## src/rtl/hrm_pkg.sv

```systemverilog
// Shared types and constants for the high-ROM cartridge mapper.
// No dependencies; hrm_cfg, the top level and the testbench refer to it by scoped names.
package hrm_pkg;

  // Configuration port.
  localparam int CFG_IDX_W  = 2;
  localparam int CFG_DATA_W = 23;

  localparam logic [CFG_IDX_W-1:0] CFG_ROM_LOCKED = 2'd0;
  localparam logic [CFG_IDX_W-1:0] CFG_ROM_BYTES  = 2'd1;
  localparam logic [CFG_IDX_W-1:0] CFG_RAM_BYTES  = 2'd2;

  localparam int ROM_SIZE_W = 23;
  localparam int RAM_SIZE_W = 18;
  localparam int RAM_OFF_W  = 20;

  // Reset value of the ROM size register.
  localparam logic [ROM_SIZE_W-1:0] ROM_BYTES_RESET = 23'h100000;

  // Address decode constants.
  localparam logic [6:0]  BANK_MASK      = 7'h7f;
  localparam logic [6:0]  WIN_A_BANK_LO  = 7'h30;
  localparam logic [6:0]  WIN_A_BANK_HI  = 7'h3f;
  localparam logic [15:0] WIN_A_OFF_MASK = 16'he000;
  localparam logic [15:0] WIN_A_OFF_BASE = 16'h6000;
  localparam logic [7:0]  WIN_B_BANK_LO  = 8'h70;
  localparam logic [7:0]  WIN_B_BANK_HI  = 8'h7d;

  // Mapping derived from the configuration registers.
  typedef struct packed {
    logic                  rom_locked;
    logic                  rom_split;    // a second, smaller chip is present
    logic [ROM_SIZE_W-1:0] rom_p0;       // size of the first chip
    logic [ROM_SIZE_W-1:0] rom_span;     // mask of the whole ROM span
    logic [ROM_SIZE_W-1:0] rom_p1m;      // size of the second chip minus one
    logic                  ram_present;
    logic [RAM_SIZE_W-1:0] ram_mask;
  } hrm_map_t;

endpackage

```

## src/rtl/hrm_cfg.sv

```systemverilog
// Configuration registers of the mapper and the ROM/RAM layout derived from them.
// Depends on hrm_pkg.
module hrm_cfg (
  input  logic                               clk,
  input  logic                               rst_n,
  input  logic                               cfg_we,
  input  logic [hrm_pkg::CFG_IDX_W-1:0]      cfg_index,
  input  logic [hrm_pkg::CFG_DATA_W-1:0]     cfg_wdata,
  output hrm_pkg::hrm_map_t                  map
);

  hrm_pkg::hrm_map_t map_r, map_nxt;

  logic [hrm_pkg::ROM_SIZE_W-1:0] rom_v;
  logic [hrm_pkg::ROM_SIZE_W-1:0] smear;
  logic [hrm_pkg::ROM_SIZE_W-1:0] p0;
  logic [hrm_pkg::ROM_SIZE_W-1:0] p1;
  logic [hrm_pkg::RAM_SIZE_W-1:0] ram_v;

  always_comb begin
    rom_v = cfg_wdata[hrm_pkg::ROM_SIZE_W-1:0];
    ram_v = cfg_wdata[hrm_pkg::RAM_SIZE_W-1:0];
    // Smear the highest set bit downward; its top bit alone is the first chip.
    smear = rom_v;
    smear = smear | (smear >> 1);
    smear = smear | (smear >> 2);
    smear = smear | (smear >> 4);
    smear = smear | (smear >> 8);
    smear = smear | (smear >> 16);
    if (rom_v == '0) begin
      p0 = hrm_pkg::ROM_SIZE_W'(1);
    end else begin
      p0 = smear & ~(smear >> 1);
    end
    p1 = rom_v & ~p0;

    map_nxt = map_r;
    if (cfg_we) begin
      unique case (cfg_index)
        hrm_pkg::CFG_ROM_LOCKED: map_nxt.rom_locked = cfg_wdata[0];
        hrm_pkg::CFG_ROM_BYTES: begin
          map_nxt.rom_p0    = p0;
          map_nxt.rom_split = (p1 != '0);
          map_nxt.rom_p1m   = p1 - hrm_pkg::ROM_SIZE_W'(1);
          map_nxt.rom_span  = (p1 != '0) ? ((p0 - hrm_pkg::ROM_SIZE_W'(1)) | p0)
                                         : (p0 - hrm_pkg::ROM_SIZE_W'(1));
        end
        hrm_pkg::CFG_RAM_BYTES: begin
          map_nxt.ram_present = (ram_v != '0);
          map_nxt.ram_mask    = ram_v - hrm_pkg::RAM_SIZE_W'(1);
        end
        default: ;
      endcase
    end
  end

  always_ff @(posedge clk) begin
    if (!rst_n) begin
      map_r.rom_locked  <= 1'b1;
      map_r.rom_split   <= 1'b0;
      map_r.rom_p0      <= hrm_pkg::ROM_BYTES_RESET;
      map_r.rom_span    <= hrm_pkg::ROM_BYTES_RESET - hrm_pkg::ROM_SIZE_W'(1);
      map_r.rom_p1m     <= '1;
      map_r.ram_present <= 1'b0;
      map_r.ram_mask    <= '1;
    end else begin
      map_r <= map_nxt;
    end
  end

  assign map = map_r;

endmodule

```

## config.mk

```make
export PLATFORM = sky130hd
export DESIGN_NAME = hrm_cfg
export DESIGN_NICKNAME = d
export VERILOG_FILES = /design/src/rtl/hrm_pkg.sv /design/src/rtl/hrm_cfg.sv
export SDC_FILE = /design/constraint.sdc
export NUM_CORES = 1
export LEC_CHECK = 0
export ABC_AREA = 1
export BUFFER_PORTS_ARGS = -buffer_cell sky130_fd_sc_hd__buf_2
export CAP_MARGIN = 20
export CELL_PAD_IN_SITES_DETAIL_PLACEMENT = 1
export CELL_PAD_IN_SITES_GLOBAL_PLACEMENT = 2
export CORE_MARGIN = 1.5
export CORE_UTILIZATION = 27
export DETAILED_ROUTE_END_ITERATION = 12
export PLACE_DENSITY_LB_ADDON = 0.05
export SLEW_MARGIN = 20
export SYNTH_ARGS = -nofsm -noshare
export SYNTH_HDL_FRONTEND = slang
export SYNTH_SLANG_ARGS = --single-unit
```

## constraint.sdc

```tcl
create_clock -name clk -period 2.6 [get_ports clk]
set_input_delay 0.52 -clock clk [delete_from_list [all_inputs] [get_ports clk]]
set_output_delay 0.52 -clock clk [all_outputs]
set_load 0.02 [all_outputs]
```

* Word level (Yosys, flattened, before mapping)
Index checks and enable logic that the tools add are counted.
W data, S select, Z words.
** Cells by class
- Add/subtract/negate cells :: 3
- Multipliers :: 0
- Divide/modulo/power cells :: 0
- $lt $le $gt $ge :: 0
- Eq/ne operators :: 2
- Shift-type cells :: 0
- Mux-type cells :: 2
- Bitwise operators :: 10
- Reduce and logical (&&, ||, !) cells :: 7
** Operators by type and width (number)
- $and A23 B23 Y23 :: 2
- $mux W23 :: 2
- $sub A23 B1 Y23 const B :: 2
- $logic_not A23 Y1 :: 1
- $not A22 Y23 :: 1
- $not A23 Y23 :: 1
- $or A23 B15 Y23 :: 1
- $or A23 B19 Y23 :: 1
- $or A23 B21 Y23 :: 1
- $or A23 B22 Y23 :: 1
- $or A23 B23 Y23 :: 1
- $or A23 B7 Y23 :: 1
- $reduce_bool A23 Y1 :: 1
- $reduce_bool A18 Y1 :: 1
- $sub A18 B1 Y18 const B :: 1
- $reduce_and A2 Y1 :: 3
- $eq A2 B1 Y1 const B :: 1
- $eq A2 B2 Y1 const B :: 1
- $logic_not A2 Y1 :: 1
** Storage, ports and cells
- Register bits after elaboration :: 90
- Bits in latches :: 0
- RAM bits :: 0
- Memory bits (read-only) :: 0
- Input port bits :: 28
- Output and inout bits :: 90
- Word-level logic and storage cells :: 31
- Memories :: 0

* Depth between registers and ports, before layout
- Depth after elaboration :: 12
- Gate-level depth with buffers :: 21

* Least setup slack after synthesis
Ideal clock, no wire load.
- Path type :: input-to-reg
- Start :: input cfg_wdata[16] (netlist name)
- End :: register map_r, in the netlist map[64]
- Library setup time :: 132 ps
- Arrival time :: 2656 ps
- Data required time :: 2468 ps
- Setup slack :: -189 ps
- Stages :: 20
- Buffers on the path :: 0
- Cells stage by stage :: nor2_1 -> nand2_1 -> nor2_2 -> nand2_1 -> inv_2 -> nand2_1 -> nand3b_1 -> ha_1 -> inv_1 -> nor2_2 -> inv_1 -> nor2_1 -> nand4_1 -> inv_1 -> nand4_1 -> ha_1 -> inv_1 -> nand3_1 -> nand3_1 -> a21oi_1
** On the way
- Longest elaborated chain between the ends :: 12
** Ends and longest elaborated chain
- from (decl) :: line hrm_cfg.sv:8 : input logic [hrm_pkg::CFG_DATA_W-1:0] cfg_wdata,
- branches (longest 11 deep; another with $sub A23 B1 Y23)
- $mux W23 (*) :: line hrm_cfg.sv:45 : map_nxt.rom_span = (p1 != '0) ? ((p0 - hrm_pkg::ROM_SIZE_W'(1)) | p0)
- to (signal assigned) :: line hrm_cfg.sv:67 : map_r <= map_nxt;
- to (decl) :: line hrm_cfg.sv:12 : hrm_pkg::hrm_map_t map_r, map_nxt;
Every way passes the cells marked *.
A chain may end at the register's enable or synchronous reset.

* Worst setup path after layout
- Start :: input cfg_wdata[9] (netlist name)
- End :: register map_r, in the netlist map[64]
Same word-level chain as after synthesis.

==> metrics.md <==
| Metric | Value |
|---|---|
| Slew @ Worst Pin | `around 630 ps` |
| Setup crit end kind | `register` |
| Vias in the first global route | `6,402` |
| Average size of a mapped cell | `approximately 7 um^2` |
| Post-Synth Simple-Gate Area | `approximately a third` |
| Switching share of power | `~30%` |
| Post-layout min period | `about 2600 ps` |
| Port bufs | `117` |
| Slew headroom | `58.1%` |
| Residual overflow from global routing | `0` |
| PnR Total Power | `about 3.5 mW` |
| Die W | `146 um` |
| Initial DRT Pass Iterations | `4` |
| Crit share post-route | `101%` |
| Hold_buf cts | `0` |
| Synth Net Count | `between 800 and 900` |
| Most frequent cells in the layout | `180 x buf_4, 148 x nand2_1, 110 x buf_2` |
| Die height | `146 um` |
| Clock Latency Late Sink | `350 ps` |
| Arrival time worst endpoint | `2850 ps` |
| Final Util | `41.2%` |
| Starting density of the core | `27.4%` |
| Total of max-cap violations | `0` |
| Critical path peak fanout | `4` |
| Tightest Hold Check Type | `in2reg` |
| Combinational family with the most area after synthesis | `simple AND/OR/NAND/NOR gates` |
| Area Overhead vs Synth | `50.2%` |
| Final setup violating endpoints | `1` |
| Failing checks | `setup timing` |
| Clock skew | `0 ps` |
| Compound-Gate Fraction of Synth Area | `19.0%` |
| Seq cells post-synth | `90` |
| Synth cell types | `34` |
| Pint | `2.48 mW` |
| Via count | `about 6,100` |
| Reg power frac | `42.3%` |
| PD cells | `422 mW/mm^2` |
| Initial DRC count | `173` |
| Switch Pwr | `1.02 mW` |
| Root buf cell | `clkbuf_16` |
| Diodes inserted | `0` |
| Post-DRT Antenna Nets | `0` |
| Synth top area share | `32.7%` |
| Final Hold Vio Count | `0` |
| Fin worst setup slack | `-18.6 ps` |
| Main area contributors after synthesis | `dfxtp_1 33%, nand2_1 11%, a21oi_1 8.3%, ha_1 6.1%, o21ai_0 4.7%` |
| # IOs | `between 100 and 150` |
| CP Class | `in2reg` |
| Total track usage | `20.7%` |
| Mux contribution to synthesized area | `0%` |
| Cell Area, Synth | `0.00551 mm^2` |
| Worst EP required | `between 2000 and 3000 ps` |
| TritonCTS Sinks | `90` |
| Clk slew on worst S/H paths | `approximately 70 ps` |
| Net count, final | `1,120` |
| Mapped Cells | `785` |
| Core area | `0.0201 mm^2` |
| Combinational share of power | `between 15 and 20%` |
| Placer congestion estimate | `0.862` |
| CTS tree | `yes` |
| DR WL/cell | `16.4 um` |
| Fmax achieved | `382 MHz` |
| Most common cell after layout, fill and taps aside | `buf_4` |
| Post-route DRC | `0` |
| Status | `complete, but fails checks` |
| CTS Buf Count | `9` |
| Post-synthesis sequential area ratio | `32.7%` |
| Clock power frac | `between 30% and 40%` |
| Max reg flops | `90` |
| Std-Cell Rows | `between 50 and 60` |
| Peak supply drop | `0.298 mV` |
| RSZ-0062 raised after global routing | `true` |
| Global-route wire length before repair | `34.3 mm` |
| Crit start category | `primary input` |
| Warnings, synthesis | `0` |
| Die ar. | `0.0213 mm^2` |
| Antenna violations before repair | `0` |
| Hpwl dp | `17.8 mm` |
| Via density | `4.58` |
| Drt total wl | `~22 mm` |
| Leak | `between 3 and 4 nW` |
| Fraction of layout cells with a size suffix above 1 | `43.7%` |
| Post-Synth Adder-Cell Area | `6.13%` |
| Clk buf depth | `2` |
| H-tree depth | `3` |
| Post-synth top area cell | `dfxtp_1` |
| Xor/xnor share of the synthesized area | `under 10%` |
| Largest net degree at the start of global routing | `between 60 and 70` |
| Max-slew violation count | `0` |
## synthesized netlist by cell type
cell      number
a31oi_1        1
inv_2         14
nand3_1       36
nor2_2         7
and2_1         2
nand3b_1       3
o31ai_1        3
xnor2_1        4
buf_2          1
buf_6          3
o21ai_0       52
nor2_1        67
nand2_1      163
or2_2          1
nand2_4       13
o21ai_2        1
nor2_4        14
o21ai_1       24
nand3_2        3
a21oi_2       18
a21oi_1       91
inv_1         62
xor2_1         4
clkinv_4       1
clkinv_1       3
nor2_8         4
nand2_2       24
ha_1          27
clkbuf_1      22
buf_1          3
nor3_1        14
nand4_1        8
o211ai_1       2
dfxtp_1       90
## layout make-up
class | instances | area [um^2]
Clock buffer | 11 | 243
Clock inverter | 4 | 52.6
Fill cell | 2585 | 11800
Inverter | 80 | 305
Multi-Input combinational cell | 586 | 3490
Sequential cell | 90 | 1800
Tap cell | 270 | 338
Timing Repair Buffer | 298 | 2040
## worst paths after layout
| kind | to | slack (ps) | cells after the start | startpoint |
|---|---|---|---|---|
| max | map[64] | -20 | 21 | cfg_wdata[9] |
| min | map[89] | 440 | 3 | cfg_index[1] |
| max reg2reg | map[42] | 1690 | 3 | map[42] |
| min reg2reg | map[88] | 460 | 2 | map[88] |
## power by group through the flow
stage | logic, mW | registers (mW) | clock network, mW
2_1_floorplan | 0.258 | 1.59 | 0
3_3_place_gp | 0.649 | 1.51 | 0
3_5_place_dp | 0.661 | 1.51 | 0
4_1_cts | 0.677 | 1.48 | 1.38
5_1_grt | 0.745 | 1.49 | 1.44
6_report | 0.678 | 1.48 | 1.34
## worst max-delay path, cell delays in order
cell and delay, ps:
buf_2 170, nor2_4 60, nand2_2 90, nor2_4 40, buf_4 120, buf_4 140, nand3b_1 180, clkinv_1 90
nand2_1 90, nand2_1 90, nor2_4 120, inv_2 60, nor2_4 110, nand4_1 180, inv_2 110, nand4_1 90
ha_1 320, inv_1 60, nand3_1 60, nand3_1 80, a21oi_1 60
## what timing repair did
action / 4_1_cts / 5_1_grt
gates resized for setup: 24 / 38
pin swaps: 18 / 28
buffers inserted: 12 / 6
setup endpoints to repair: 6 / 37
## through the flow
step                      area (um^2)  setup TNS [ps]  hold slack, ps  cells  setup WS, ps
after floorplan                  5570           -55.6             545    785         -55.6
after global placement           7660           -7030             447   1306          -394
after detailed placement         7660          -11620             450   1306          -562
after CTS                        8110               0             426   1333          1.56
after global routing             8270            -672             463   1339          -163
final                            8270           -18.6             439   1339         -18.6
## logic make-up (layout without fill, tap and decap cells)
family / after synthesis / in the layout
and+or+nand+nor: 359 / 359
xor gates and xnor gates: 8 / 8
AOI/OAI and AO/OA: 192 / 192
adders and majority gates: 27 / 27
buffers and inverters: 109 / 393
DFF: 90 / 90
## routing by layer
metal  vias up  wire [um]  global-route usage, %  part of all wire, %
met5         -          0                      0                    0
met4         0        301                   4.80                  1.4
met3        15        530                   3.01                  2.4
met2        82      10900                   36.9                   50
met1      2907      10200                   26.2                   47
li1       3123          -                      -                    -
Power figures use the tool's default switching activity.
